$ cat config.mk
export PLATFORM = sky130hd
export DESIGN_NAME = pibx_div
export DESIGN_NICKNAME = d
export VERILOG_FILES = /design/src/rtl/pibx_pkg.sv /design/src/rtl/pibx_div.sv
export SDC_FILE = /design/constraint.sdc
export NUM_CORES = 1
export LEC_CHECK = 0
export BUFFER_PORTS_ARGS = -buffer_cell sky130_fd_sc_hd__buf_2
export CAP_MARGIN = 20
export CORE_UTILIZATION = 52
export CTS_BUF_LIST = sky130_fd_sc_hd__clkbuf_8 sky130_fd_sc_hd__clkbuf_16
export CTS_CLUSTER_DIAMETER = 80
export DETAILED_ROUTE_END_ITERATION = 7
export PLACE_DENSITY = 0.79
export SETUP_SLACK_MARGIN = 0.3
export SYNTH_ARGS = -nofsm -noshare
export SYNTH_HDL_FRONTEND = slang
export SYNTH_SLANG_ARGS = --single-unit
$ cat constraint.sdc
create_clock -name i_clk -period 7.95 [get_ports i_clk]
set_clock_uncertainty 0.1 [all_clocks]
set_input_delay 0.3975 -clock i_clk [delete_from_list [all_inputs] [get_ports i_clk]]
set_output_delay 0.3975 -clock i_clk [all_outputs]
set_load 0.02 [all_outputs]
$ cat src/rtl/pibx_pkg.sv
// Package for the lidar point image box assign block.
// Shared types, widths, function codes and state encoding. No dependencies.
`default_nettype none
package pibx_pkg;

    localparam int MAX_BOXES_DEF  = 16;
    localparam int PIXEL_BITS_DEF = 13;

    localparam int COEF_W = 32;              // Q16.16 coefficient / point coordinate
    localparam int CFG_W  = 64;              // two packed coefficients
    localparam int ACC_W  = 66;              // exact row sum, signed
    localparam int QW     = 42;              // clamped floor quotient, signed Q26.16
    localparam int HIT_W  = 16;
    localparam int HELD_W = 5;
    localparam int CIDX_W = 3;

    typedef logic signed [QW-1:0] t_q;

    typedef enum logic [1:0] {
        FN_CLEAR   = 2'd0,
        FN_APPEND  = 2'd1,
        FN_PROJECT = 2'd2,
        FN_NOP     = 2'd3
    } t_func;

    typedef enum logic [CIDX_W-1:0] {
        CFG_U01 = 3'd0,
        CFG_U23 = 3'd1,
        CFG_V01 = 3'd2,
        CFG_V23 = 3'd3,
        CFG_D01 = 3'd4,
        CFG_D23 = 3'd5
    } t_cfg_idx;

    typedef enum logic [2:0] {
        S_IDLE,
        S_MUL,
        S_CHK,
        S_DIV,
        S_CHAIN,
        S_EMIT
    } t_state;

    // point token walking down the box cells
    typedef struct packed {
        logic             vld;
        t_q               qu;
        logic             fu;
        t_q               qv;
        logic             fv;
        logic [HIT_W-1:0] mask;
    } t_tok;

endpackage
`default_nettype wire

$ cat src/rtl/pibx_div.sv
// Restoring bit-serial divider: floor(n * 2^16 / d) for d > 0, clamped to +-2^40.
// One quotient bit per cycle. Depends on pibx_pkg.
`default_nettype none
module pibx_div
    import pibx_pkg::*;
(
    input  wire logic                    i_clk,
    input  wire logic                    i_rst_n,
    input  wire logic                    i_start,
    input  wire logic signed [ACC_W-1:0] i_num,
    input  wire logic        [ACC_W-1:0] i_den,
    output logic                         o_done,
    output t_q                           o_q,
    output logic                         o_frac
);
    localparam int NB    = ACC_W + 16;
    localparam int CNT_W = $clog2(NB + 1);
    localparam logic [NB:0] LIM = (NB+1)'(1) << 40;

    logic             r_busy;
    logic             r_done;
    logic [CNT_W-1:0] r_cnt;
    logic [NB-1:0]    r_num;
    logic [ACC_W-1:0] r_rem;
    logic [ACC_W-1:0] r_den;
    logic             r_neg;

    logic [ACC_W-1:0] mag;
    logic [ACC_W:0]   sh;
    logic [ACC_W:0]   diff;
    logic             ge;
    logic [NB:0]      qa;
    logic             over;
    logic [QW-1:0]    magq;

    assign mag  = i_num[ACC_W-1] ? (~i_num + ACC_W'(1)) : i_num;
    assign sh   = {r_rem, r_num[NB-1]};
    assign diff = sh - {1'b0, r_den};
    assign ge   = (sh >= {1'b0, r_den});

    always_ff @(posedge i_clk) begin
        if (!i_rst_n) begin
            r_busy <= 1'b0;
            r_done <= 1'b0;
            r_cnt  <= '0;
        end else begin
            r_done <= 1'b0;
            if (i_start) begin
                r_busy <= 1'b1;
                r_cnt  <= CNT_W'(NB);
            end else if (r_busy) begin
                r_cnt <= r_cnt - CNT_W'(1);
                if (r_cnt == CNT_W'(1)) begin
                    r_busy <= 1'b0;
                    r_done <= 1'b1;
                end
            end
        end
    end

    always_ff @(posedge i_clk) begin
        if (i_start) begin
            r_neg <= i_num[ACC_W-1];
            r_num <= {mag, 16'h0};
            r_rem <= '0;
            r_den <= i_den;
        end else if (r_busy) begin
            r_rem <= ge ? diff[ACC_W-1:0] : sh[ACC_W-1:0];
            r_num <= {r_num[NB-2:0], ge};
        end
    end

    assign o_frac = |r_rem;
    assign qa     = {1'b0, r_num} + (NB+1)'(r_neg & o_frac);
    assign over   = (qa > LIM);
    assign magq   = over ? LIM[QW-1:0] : qa[QW-1:0];
    assign o_q    = r_neg ? t_q'(~magq + QW'(1)) : t_q'(magq);
    assign o_done = r_done;

endmodule
`default_nettype wire

==> results.json <==
{
  "outcome": "finished clean",
  "synth_seq_cells": 224,
  "final_cell_area_sq_um": 21000,
  "syn_to_final_growth_pct": 15.9,
  "fmax_mhz": 138,
  "slowest_delay_ns": 0.54,
  "worst_pin_slew_ns": 0.951,
  "drv_slew": 0,
  "cp_top_family": "simple AND/OR/NAND/NOR gates",
  "grt_start_max_net_pins": 86,
  "grt_pass1_wl_mm": 86.9,
  "holdWs_ns": 0.0518,
  "rows": 67,
  "path_class": "register to output port",
  "cts_tree": "done",
  "core_sq_um": 33900,
  "synth_ff_type": "edfxtp_1",
  "critical_path_buf_inv_count": 4,
  "antenna_found_initial": 0,
  "hold_viol": 0,
  "avgViaCountPerCell": 6.20,
  "worstSetupStartpointType": "register",
  "netlist_area_sq_um": 18100,
  "synth_cell_types": 80,
  "h-tree-depth": 1,
  "ioPinCount": 179,
  "powerDensity_nw_per_um2": 179,
  "fin_nets": 2597,
  "setup_viol": 0,
  "hold_class": "input port to register",
  "clk_pin_slew_ns": 0.06,
  "max_cap_viol_count": 0,
  "reg2reg_depth": 14,
  "die_y_um": 188,
  "grt_pass1_vias": 16500,
  "hold_depth": 2,
  "num_vias": 17700,
  "antenna_cells": 0,
  "dieArea_sq_um": 35500,
  "drc": 0,
  "synth_edf_count": 133,
  "clkLatencyLatePin_ns": 0.56,
  "synth_top_cells_by_area": "edfxtp_1 22%, dfxtp_1 10%, xnor2_1 7.3%",
  "relSlewSlack_pct": 34.9,
  "grt_usage_pct": 29.8,
  "rsz0062_at_grt": "no",
  "fin_setup_tns_ns": 0,
  "ir_worst_vdd_v": 0.000186,
  "chipWidth_um": 188,
  "routedWlPerCell_um": 19.2,
  "syn_nets": 2447,
  "slowest_stage": "or4_1",
  "dpl-instance-area_sq_um": 19100,
  "io_buffers": 178,
  "gp_congestion": 1.01,
  "cts_buffers": 27,
  "place_hpwl_mm": 40.1,
  "synth_top_area_cell": "edfxtp_1",
  "cts.sinks": 224,
  "drtAntennaViolNets": 0,
  "worstPathMaxFanout": 9,
  "ys_async_sr_fraction_pct": 0,
  "synth_warnings": 0,
  "start_util_pct": 53.4,
  "cts.root.buffer_cell": "clkbuf_16",
  "finalCritPeriodShare_pct": 91.3,
  "leakage_nw": 8.19,
  "required_ns": 7.45,
  "drt_iter0_drc": 1687,
  "seq_area_frac_synth_pct": 32.2,
  "dr.pass1.iters": 5,
  "path_depth": 28,
  "routed_wl_mm": 54.8,
  "gr-total-overflow": 0,
  "min_period_ns": 7.26,
  "avgSynthCellArea_sq_um": 8.07,
  "netlist.area_leader.share_pct": 22.1,
  "layout-drive-gt1-share_pct": 12.8,
  "clock_path_buffers": 3,
  "arrival_ns": 6.76,
  "end_kind": "output port",
  "synthCells": 2239,
  "cp_common_cell": "nand4_1"
}
## registers in the layout (all words and copies together), names as in the netlist
name,cells
r_rem,66
r_den,66
o_done,1
r_neg,1
r_cnt,7
r_busy,1
r_num,82
## stage by stage
step                      cells  setup slack [ns]  utilization (%)  power, mW
after floorplan            2239             0.945                -       2.15
after global placement     2737             0.519             56.5       2.42
after detailed placement   2737             0.326             56.5       2.44
after CTS                  2856             0.317             61.5       3.75
after global routing       2858             0.375             61.9       3.93
final                      2858             0.691             61.9       3.76
## area by class of cell
type	count	area [sq um]
repair buffers	266	1720
clock inverters	23	253
fillers	2934	12900
well taps	448	561
multi-input cells	1755	11500
inverters	115	432
flip-flops and latches	224	5820
clock buffers	27	676
## per-layer routing
metal  global-route usage [%]  share of wire, %  up-vias
met4                     8.90               3.1        0
met5                        0                 0        -
met3                     4.13               7.0      121
met2                     50.0                47      785
met1                     39.8                43     8306
li1                         -                 -     8503
## cell usage in the layout (no fill, tap or decap), types with 55 or more instances in the layout
master,n
edfxtp_1,133
nand4_1,76
o21ai_0,109
xor2_1,59
dlygate4sd3_1,66
buf_2,177
nand3_1,70
ha_1,69
a22o_1,59
a21oi_1,107
nand2_1,278
nor3_1,55
nor2_1,190
dfxtp_1,90
xnor2_1,151
inv_1,115
## cells by family after synthesis
kind of cell    synth area share [%]
compound gates                  20.8
xor+xnor                        10.2
fa+ha+maj                       5.09
buf+inv                         5.48
flops                           32.2
mux                             1.74
simple gates                    24.5
## Yosys cell counts, types with 19 or more instances
library cell	instances
and3_1	19
nand4_1	76
a21o_1	37
nor4_1	46
a311oi_1	50
dfxtp_1	91
nand2_1	278
clkbuf_1	126
nand3_1	71
o21ai_0	109
mux2i_1	27
edfxtp_1	133
ha_1	72
o31ai_1	30
a22o_1	59
xnor2_1	151
nor2_1	193
nand2b_1	24
inv_1	115
a21oi_1	107
xor2_1	60
nor3_1	57
a211oi_1	25
or3_1	29
## power breakdown
part	switching, mW	total [mW]	internal, mW
sequential	0.137	1.48	1.35
clock	0.517	1.28	0.759
combinational	0.590	1.00	0.413
## worst reg2reg max path, stage by stage (launching register included)
cell and delay, ns:
edfxtp_1 0.52, inv_1 0.12, ha_1 0.19, inv_1 0.05, a21o_1 0.18, a221o_1 0.38
a31oi_1 0.46, a211oi_1 0.26, o21a_1 0.28, a21oi_1 0.45, o21a_2 0.70, buf_4 0.44
nor2_1 0.12, a21oi_1 0.16, a211oi_1 0.09
## path summary, 6_finish.rpt
| kind | slack, ns | start | end |
|---|---|---|---|
| setup / recovery | 0.69 | r_rem[57] | o_q[32] |
| hold / removal | 0.05 | i_start | r_num[9] |
| setup reg to reg | 3.28 | r_num[81] | r_rem[29] |
| hold reg to reg | 0.42 | r_rem[33] | r_rem[34] |
## repair_timing
action,4_1_cts,5_1_grt
endpoints found under the hold margin,66,0
setup endpoints to repair,17,18
pin swaps,2,9
gates cloned,0,0
resized for setup,14,21
setup buffers,3,2
hold buffers,66,0
No activity file was read; power rests on OpenSTA's default activity.
