`src/rtl/pibx_pkg.sv`:
```
// Package for the lidar point image box assign block.
// Shared types, widths, function codes and state encoding. No dependencies.
`default_nettype none
package pibx_pkg;

    localparam int MAX_BOXES_DEF  = 16;
    localparam int PIXEL_BITS_DEF = 13;

    localparam int COEF_W = 32;              // Q16.16 coefficient / point coordinate
    localparam int CFG_W  = 64;              // two packed coefficients
    localparam int ACC_W  = 66;              // exact row sum, signed
    localparam int QW     = 42;              // clamped floor quotient, signed Q26.16
    localparam int HIT_W  = 16;
    localparam int HELD_W = 5;
    localparam int CIDX_W = 3;

    typedef logic signed [QW-1:0] t_q;

    typedef enum logic [1:0] {
        FN_CLEAR   = 2'd0,
        FN_APPEND  = 2'd1,
        FN_PROJECT = 2'd2,
        FN_NOP     = 2'd3
    } t_func;

    typedef enum logic [CIDX_W-1:0] {
        CFG_U01 = 3'd0,
        CFG_U23 = 3'd1,
        CFG_V01 = 3'd2,
        CFG_V23 = 3'd3,
        CFG_D01 = 3'd4,
        CFG_D23 = 3'd5
    } t_cfg_idx;

    typedef enum logic [2:0] {
        S_IDLE,
        S_MUL,
        S_CHK,
        S_DIV,
        S_CHAIN,
        S_EMIT
    } t_state;

    // point token walking down the box cells
    typedef struct packed {
        logic             vld;
        t_q               qu;
        logic             fu;
        t_q               qv;
        logic             fv;
        logic [HIT_W-1:0] mask;
    } t_tok;

endpackage
`default_nettype wire

```
`src/rtl/pibx_cell.sv`:
```
// One box cell: holds one stored box, tests the passing point token strictly
// against it and hands the token to the next cell. Depends on pibx_pkg.
`default_nettype none
module pibx_cell
    import pibx_pkg::*;
#(
    parameter int PIXEL_BITS = PIXEL_BITS_DEF,
    parameter int IDX        = 0
) (
    input  wire logic                    i_clk,
    input  wire logic                    i_rst_n,
    input  wire logic                    i_we,
    input  wire logic [4*PIXEL_BITS-1:0] i_box,
    input  wire logic                    i_active,
    input  wire t_tok                    i_tok,
    output t_tok                         o_tok
);
    logic [4*PIXEL_BITS-1:0] r_box;
    t_tok                    r_tok;
    t_tok                    n_tok;

    t_q  k_xmin, k_xmax, k_ymin, k_ymax;
    logic hit;

    assign k_xmin = t_q'({r_box[0*PIXEL_BITS +: PIXEL_BITS], 16'h0});
    assign k_xmax = t_q'({r_box[1*PIXEL_BITS +: PIXEL_BITS], 16'h0});
    assign k_ymin = t_q'({r_box[2*PIXEL_BITS +: PIXEL_BITS], 16'h0});
    assign k_ymax = t_q'({r_box[3*PIXEL_BITS +: PIXEL_BITS], 16'h0});

    always_comb begin
        hit = i_active
            && (i_tok.qu > k_xmin || (i_tok.qu == k_xmin && i_tok.fu))
            && (i_tok.qu < k_xmax)
            && (i_tok.qv > k_ymin || (i_tok.qv == k_ymin && i_tok.fv))
            && (i_tok.qv < k_ymax);
        n_tok      = i_tok;
        n_tok.mask = i_tok.mask | (HIT_W'(hit) << IDX);
    end

    always_ff @(posedge i_clk) begin
        if (i_we) begin
            r_box <= i_box;
        end
    end

    always_ff @(posedge i_clk) begin
        if (!i_rst_n) begin
            r_tok.vld <= 1'b0;
        end else begin
            r_tok.vld <= i_tok.vld;
        end
        r_tok.qu   <= n_tok.qu;
        r_tok.fu   <= n_tok.fu;
        r_tok.qv   <= n_tok.qv;
        r_tok.fv   <= n_tok.fv;
        r_tok.mask <= n_tok.mask;
    end

    assign o_tok = r_tok;

endmodule
`default_nettype wire

```
`config.mk`:
```
export PLATFORM = sky130hd
export DESIGN_NAME = pibx_cell
export DESIGN_NICKNAME = d
export VERILOG_FILES = /design/src/rtl/pibx_pkg.sv /design/src/rtl/pibx_cell.sv
export SDC_FILE = /design/constraint.sdc
export NUM_CORES = 1
export LEC_CHECK = 0
export ABC_AREA = 1
export BUFFER_PORTS_ARGS = -buffer_cell sky130_fd_sc_hd__buf_2
export CAP_MARGIN = 10
export CORE_ASPECT_RATIO = 1.2
export CORE_UTILIZATION = 40
export CTS_CLUSTER_DIAMETER = 200
export DETAILED_ROUTE_END_ITERATION = 8
export GPL_TIMING_DRIVEN = 0
export HOLD_SLACK_MARGIN = 0.05
export PLACE_DENSITY = 0.74
export SLEW_MARGIN = 15
export SYNTH_ARGS = -nofsm -noshare
export SYNTH_HDL_FRONTEND = slang
export SYNTH_SLANG_ARGS = --single-unit
```
`constraint.sdc`:
```
create_clock -name i_clk -period 1.44 [get_ports i_clk]
set_input_delay 0 -clock i_clk [delete_from_list [all_inputs] [get_ports i_clk]]
set_output_delay 0 -clock i_clk [all_outputs]
set_load 0.01 [all_outputs]
```
==> results.cfg, run 1 <==
[global_route]
global_route.peak_usage_layer = met2
grt_use_total = 0.229
maximum_number_of_pins_on_one_net_before_global_route_repair = 53
groute.layer.met2.usage = 0.434
grt_antenna_before_repair = 3
grt_pass1_vias = 5112
global_route_overflow = 0
groute.layer.met3.usage = 0.0542
met1_usage = 0.217
grt_first_pass_wirelength_mm = 23.5

[clock_tree]
clkSinkCount = 155
cts_max_level = 4
cts_tree = done
numCtsBuffers = 17
clkLatencyLatePin_ps = 420
clk_pin_slew_worst_paths_ps = 60
root_buffer = sky130_fd_sc_hd__clkbuf_16
cts-root-to-sink-buffers = 2

[timing]
tightest_slew_margin_relative_to_the_limit = 0.546
min_period_over_period = 1.16
maximum_frequency_from_static_timing_analysis_mhz = 599
setup-violations-final = 1
finClkSkew_ps = 16.7
timing.hold.ws_ps = 155
setup_slack_ps = -230
post-route-min-period_ps = 1670
worstMarginPinSlew_ps = 682
final_hold_viol_count = 0
timing_max_transition_violations_final = 0
grt_setup_unrepaired = yes

[yosys]
synth-adder-area-share = 0.116
netlist-cell-type-count = 20
parity_gate_share_of_the_synthesized_area_counting_xor_and_xnor_cells = 0
synth_area_um2 = 5370
synth-seq-cells = 155
synth_simple_gate_area_share = 0.127
synthesis.nets = 687
main_combinational_cell_family_by_area_after_synthesis = simple AND/OR/NAND/NOR gates
synth_compound_gate_area_share = 0.0254
ys.warnings.count = 0
synth_seq_area_share = 0.674
average_footprint_of_a_synthesized_cell_um2 = 11.2
post_synthesis_cell_count = 478
synth.mux.area_fraction = 0

[pwr]
netSwitchingPower_mw = 2.46
post-layout-total-power_mw = 10.8
cell_internal_pwr_mw = 8.35
irDropWorstVdd_uv = 1020
swShare = 0.228
power.share.clock = 0.409
power.sequential.fraction = 0.452
p_per_area_nw_per_um2 = 1160
leakage_nw = 4.55
share_comb_of_total_power = 0.139

[routing]
antenna_violating_nets_post_route = 0
route.detailed.drc = 0
routedWlPerCell_um = 14.6
dr.pass1.iters = 4
drt_iter0_markers = 156
vias = 4865
totalWireLength_mm = 16.1
drt-vias-per-instance = 4.42

[finish]
most-common-layout-cells = sky130_fd_sc_hd__buf_2 (260), sky130_fd_sc_hd__dlygate4sd3_1 (157), sky130_fd_sc_hd__dfxtp_1 (103)
num-nets-final = 1125
finalInstanceArea_um2 = 9300
post_route_cells_drive_above_1_share = 0.365
final_design_utilization = 0.706
area_growth_syn_to_layout_pct = 73.1
layout_commonest_cell = sky130_fd_sc_hd__buf_2

[placement]
placedInstanceArea_um2 = 6890
globalplace.congestion = 0.871
placement.io_buffers = 261
place.detailed.hpwl_mm = 9.21

[die]
die_width_um = 108
placement_rows = 46
coreArea_um2 = 13200
die_area_um2 = 13900
initial_utilization = 0.408
pin_count = 262
die_h_um = 129

[critical_path]
cp.arrival_ps = 1970
path_class = register to register
end_kind = register
critPathLaunchType = register
worst-path-max-fanout = 2
required_ps = 1740

[status]
outcome = complete, but fails checks
violations = setup timing

[worst_hold_path]
hold_path_class = input port to register

[job]
drv_cap = 0
[final timing paths]
| check | from | endpoint | slack, ps | cells after the start |
|---|---|---|---|---|
| hold reg to reg | r_box[51] | o_tok[0] | 1080 | 9 |
| setup reg to reg | r_box[9] | o_tok[0] | -230 | 11 |
| setup / recovery | r_box[9] | o_tok[0] | -230 | 11 |
| hold / removal | i_we | r_box[39] | 160 | 1 |
[timing repair]
action	in CTS	in global routing
gates resized for setup	15	32
buffers inserted	0	1
endpoints found under the setup margin	1	1
pin swaps	10	18
endpoints found under the hold margin	155	0
hold buffers	157	0
[power groups by stage]
stage | Sequential (mW) | Combinational [mW] | Clock [mW]
global placement | 4.95 | 0.956 | 0
CTS | 4.87 | 1.36 | 4.50
finish | 4.88 | 1.50 | 4.42
global route | 4.90 | 1.65 | 4.71
floorplan | 5.04 | 0.362 | 0
detailed placement | 4.96 | 0.986 | 0
[layer usage]
layer  part of all wire  up-vias
met3              0.052       54
li1                   -     2402
met2               0.55      223
met5                  0        -
met4              0.044        0
met1               0.36     2186
[flip-flops by register name, summed over array words and instances (netlist names)]
register and count:
o_tok 103, r_box 52
[worst max-delay path: stages (launching register included)]
cell                       delay (ps)
sky130_fd_sc_hd__edfxtp_1         370
sky130_fd_sc_hd__inv_1            110
sky130_fd_sc_hd__ha_4             210
sky130_fd_sc_hd__a21o_1           180
sky130_fd_sc_hd__nor2_2           130
sky130_fd_sc_hd__nand3_1          100
sky130_fd_sc_hd__nand2_1           70
sky130_fd_sc_hd__nand2_1           60
sky130_fd_sc_hd__a21oi_2          140
sky130_fd_sc_hd__nor2_2            50
sky130_fd_sc_hd__nand2_1           70
sky130_fd_sc_hd__nand2_1           50
[cell type report]
| type | instances | area [um^2] |
|---|---|---|
| diodes | 3 | 7.51 |
| clock buffers | 29 | 586 |
| clock inverters | 3 | 17.5 |
| fillers | 888 | 3880 |
| inverters | 81 | 304 |
| multi-input cells | 242 | 1670 |
| flip-flops and latches | 155 | 3620 |
| well taps | 168 | 210 |
| repair buffers | 419 | 2890 |
[per-stage QoR]
step           TNS, ps  std cells  setup slack (ps)
2_1_floorplan        0        478              17.7
3_3_place_gp      -247        907              -247
3_5_place_dp      -269        907              -269
4_1_cts           -188       1096              -188
5_1_grt           -377       1100              -377
6_report          -230       1100              -230
[cell families (layout without fill, tap and decap cells)]
| group | Yosys count | count (layout) |
|---|---|---|
| compound gates | 24 | 24 |
| fa+ha+maj | 50 | 50 |
| buf+inv | 81 | 532 |
| flops | 155 | 155 |
| other cells | 0 | 3 |
| simple gates | 168 | 168 |
[cells in the mapped netlist]
cell	count	area [um^2]
sky130_fd_sc_hd__nand3_1	13	65.1
sky130_fd_sc_hd__inv_1	79	297
sky130_fd_sc_hd__o21bai_1	1	7.51
sky130_fd_sc_hd__o21ai_0	4	20.0
sky130_fd_sc_hd__nor3_2	2	20.0
sky130_fd_sc_hd__nor3_1	3	15.0
sky130_fd_sc_hd__a21oi_1	14	70.1
sky130_fd_sc_hd__nor2_1	57	214
sky130_fd_sc_hd__nand2_2	1	6.26
sky130_fd_sc_hd__nand4_1	1	6.26
sky130_fd_sc_hd__and2_1	1	6.26
sky130_fd_sc_hd__and3_1	2	12.5
sky130_fd_sc_hd__dfxtp_1	103	2060
sky130_fd_sc_hd__edfxtp_1	52	1560
sky130_fd_sc_hd__a21oi_2	1	8.76
sky130_fd_sc_hd__nor2_2	3	18.8
sky130_fd_sc_hd__inv_2	2	7.51
sky130_fd_sc_hd__ha_1	50	626
sky130_fd_sc_hd__nand2_1	85	319
sky130_fd_sc_hd__a21o_1	4	30.0
Power figures use the tool's default switching activity.
==> inputs of run 2 (changes only) <==
--- a/config.mk
+++ b/config.mk
@@ -5,7 +5,6 @@
 export SDC_FILE = /design/constraint.sdc
 export NUM_CORES = 1
 export LEC_CHECK = 0
-export ABC_AREA = 1
 export BUFFER_PORTS_ARGS = -buffer_cell sky130_fd_sc_hd__buf_2
 export CAP_MARGIN = 10
 export CORE_ASPECT_RATIO = 1.2
==> run 2 against run 1 <==
The run still ends with setup timing left. Area after synthesis down 3.8%. Die area down 3.8%. Flip-flop and latch count unchanged. Via count down 6.5%. Synthesized cell count down 25%. Total power down 2.7%. Final cell count down 12%. Non-clock buffer count down 1. Sequential share of layout area up 1.4 points. Critical endpoint unchanged. Largest cell class unchanged.
==> results.cfg, run 2 <==
[status]
outcome = complete, but fails checks
violations = setup timing

[pwr]
p_per_area_nw_per_um2 = 1170
leakage_nw = 4.30
post-layout-total-power_mw = 10.5
irDropWorstVdd_uv = 647

[clock_tree]
cts_tree = done
cts-root-to-sink-buffers = 2
numCtsBuffers = 17
clk_pin_slew_worst_paths_ps = 60
cts_max_level = 4
clkSinkCount = 155
root_buffer = sky130_fd_sc_hd__clkbuf_16
clkLatencyLatePin_ps = 410

[yosys]
synth_seq_area_share = 0.701
synth_enable_flop_cells = 52
netlist-cell-type-count = 42
ys.warnings.count = 0
synth_area_um2 = 5170
synth_top_area_frac = 0.399
dominant_synthesized_flop_cell = sky130_fd_sc_hd__dfxtp_1
netlist.top_cell.by_area = sky130_fd_sc_hd__dfxtp_1
yosys-top-cells-area = sky130_fd_sc_hd__dfxtp_1 (40%), sky130_fd_sc_hd__edfxtp_1 (30%), sky130_fd_sc_hd__ha_1 (12%)
synthTopCellsByCount = sky130_fd_sc_hd__dfxtp_1 (103), sky130_fd_sc_hd__edfxtp_1 (52), sky130_fd_sc_hd__inv_1 (52), sky130_fd_sc_hd__ha_1 (50), sky130_fd_sc_hd__a21oi_1 (10)
postSynth.asyncResetShare = 0
post_synthesis_cell_count = 359
synthesis.nets = 568
average_footprint_of_a_synthesized_cell_um2 = 14.4
synthMostInstantiatedCell = sky130_fd_sc_hd__dfxtp_1
synth-seq-cells = 155

[die]
die_width_um = 106
placement_rows = 45
coreArea_um2 = 12600
pin_count = 262
initial_utilization = 0.410
die_h_um = 126
die_area_um2 = 13400

[timing]
post-route-min-period_ps = 1950
timing.hold.ws_ps = 78.4
min_period_over_period = 1.35
setup_slack_ps = -507
grt_setup_unrepaired = yes
setup-violations-final = 1
final_hold_viol_count = 0
timing_max_transition_violations_final = 0
worstMarginPinSlew_ps = 683
finClkSkew_ps = 4.11
maximum_frequency_from_static_timing_analysis_mhz = 514
tightest_slew_margin_relative_to_the_limit = 0.544

[critical_path]
path_class = register to register
r2r.worst_path.cells = 8
required_ps = 1730
critPathLaunchType = register
r2r-end = o_tok[0]
reg_to_reg_startpoint = r_box[33]
cp.arrival_ps = 2230
crit_path_start = r_box[33]
r2r_slack_ps = -510
end_kind = register
worst-path-max-fanout = 3

[finish]
finalInstanceArea_um2 = 8980
layout_commonest_cell = sky130_fd_sc_hd__buf_2
most-common-layout-cells = sky130_fd_sc_hd__buf_2 (260), sky130_fd_sc_hd__dlygate4sd3_1 (156), sky130_fd_sc_hd__dfxtp_1 (103)
finish.cell_count_without_fillers = 972
post_route_cells_drive_above_1_share = 0.400
area_growth_syn_to_layout_pct = 73.8
largest_register_ffs = 103
final_design_utilization = 0.712
fill_cells = 826
antenna_cells_inserted = 0
num-nets-final = 1005

[global_route]
grt_pass1_vias = 4843
maximum_number_of_pins_on_one_net_before_global_route_repair = 53
grt_use_total = 0.231
grt_antenna_before_repair = 0
grt_first_pass_wirelength_mm = 23.5
global_route_overflow = 0

[job]
drv_cap = 0

[worst_hold_path]
holdCritStartpoint = i_active
holdPathEnd = o_tok[0]
hold_path_class = input port to register
holdPathStages = 4

[routing]
drt-vias-per-instance = 4.68
routedWlPerCell_um = 16.3
route.detailed.drc = 0
dr.pass1.iters = 4
vias = 4549
antenna_violating_nets_post_route = 0
drt_iter0_markers = 111
totalWireLength_mm = 15.8

[placement]
globalplace.congestion = 0.830
placedInstanceArea_um2 = 6720
placement.io_buffers = 261
dp.cells = 784
place.detailed.hpwl_mm = 9.53
run 2: metrics by stage:
stage,setup TNS (ps),worst slack [ps]
6_report,-507,-507
5_1_grt,-600,-600
4_1_cts,-534,-534
3_5_place_dp,-598,-598
3_3_place_gp,-604,-604
2_1_floorplan,-253,-253
run 2: how the worst max path moves through the flow:
stage               end  slack, ps  depth (start not counted)
6_report       o_tok[0]       -510                          8
3_3_place_gp   o_tok[0]       -600                          6
5_1_grt        o_tok[0]       -600                          8
3_5_place_dp   o_tok[0]       -600                          6
4_1_cts        o_tok[0]       -530                          7
2_1_floorplan  o_tok[0]       -250                          8
run 2: cell families after synthesis:
family / synth area share
AOI/OAI and AO/OA: 0.0593
DFF: 0.701
buffers and inverters: 0.0378
and+or+nand+nor: 0.0785
muxes: 0.00194
adders and majority gates: 0.121
run 2: timing repair:
| action | in CTS | in global routing |
|---|---|---|
| hold endpoints to repair | 155 | 1 |
| pin swaps | 4 | 7 |
| endpoints found under the setup margin | 1 | 1 |
| resized for setup | 8 | 15 |
| hold buffers | 155 | 1 |
| buffers inserted | 0 | 1 |
run 2: layout make-up:
class / count / area [um^2] / share of cell area
Tap cell: 164 / 205 / 0.0228
Multi-Input combinational cell: 152 / 1520 / 0.169
Clock inverter: 10 / 71.3 / 0.00794
Clock buffer: 21 / 493 / 0.0549
Timing Repair Buffer: 418 / 2880 / 0.320
Inverter: 52 / 195 / 0.0217
Sequential cell: 155 / 3620 / 0.403
run 2: layer usage:
metal / share of wire / GRT usage
met1: 0.37 / 0.234
met2: 0.56 / 0.451
met3: 0.049 / 0.0468
met4: 0.023 / 0.0980
met5: 0 / 0
run 2: worst max-delay path, stage by stage, from the launching register on:
cell and delay [ps]:
sky130_fd_sc_hd__edfxtp_1 320, sky130_fd_sc_hd__inv_1 40, sky130_fd_sc_hd__ha_1 310, sky130_fd_sc_hd__nand4_1 130, sky130_fd_sc_hd__or3_4 360, sky130_fd_sc_hd__nor4_4 310
sky130_fd_sc_hd__nor2_1 80, sky130_fd_sc_hd__a22oi_2 190, sky130_fd_sc_hd__o41ai_2 80
run 2: report_power, final:
group	leakage (nW)	switching [mW]	internal, mW	total [mW]
Sequential	1.38	0.0796	4.80	4.88
Combinational	2.63	0.635	0.768	1.40
Clock	0.287	1.76	2.47	4.23
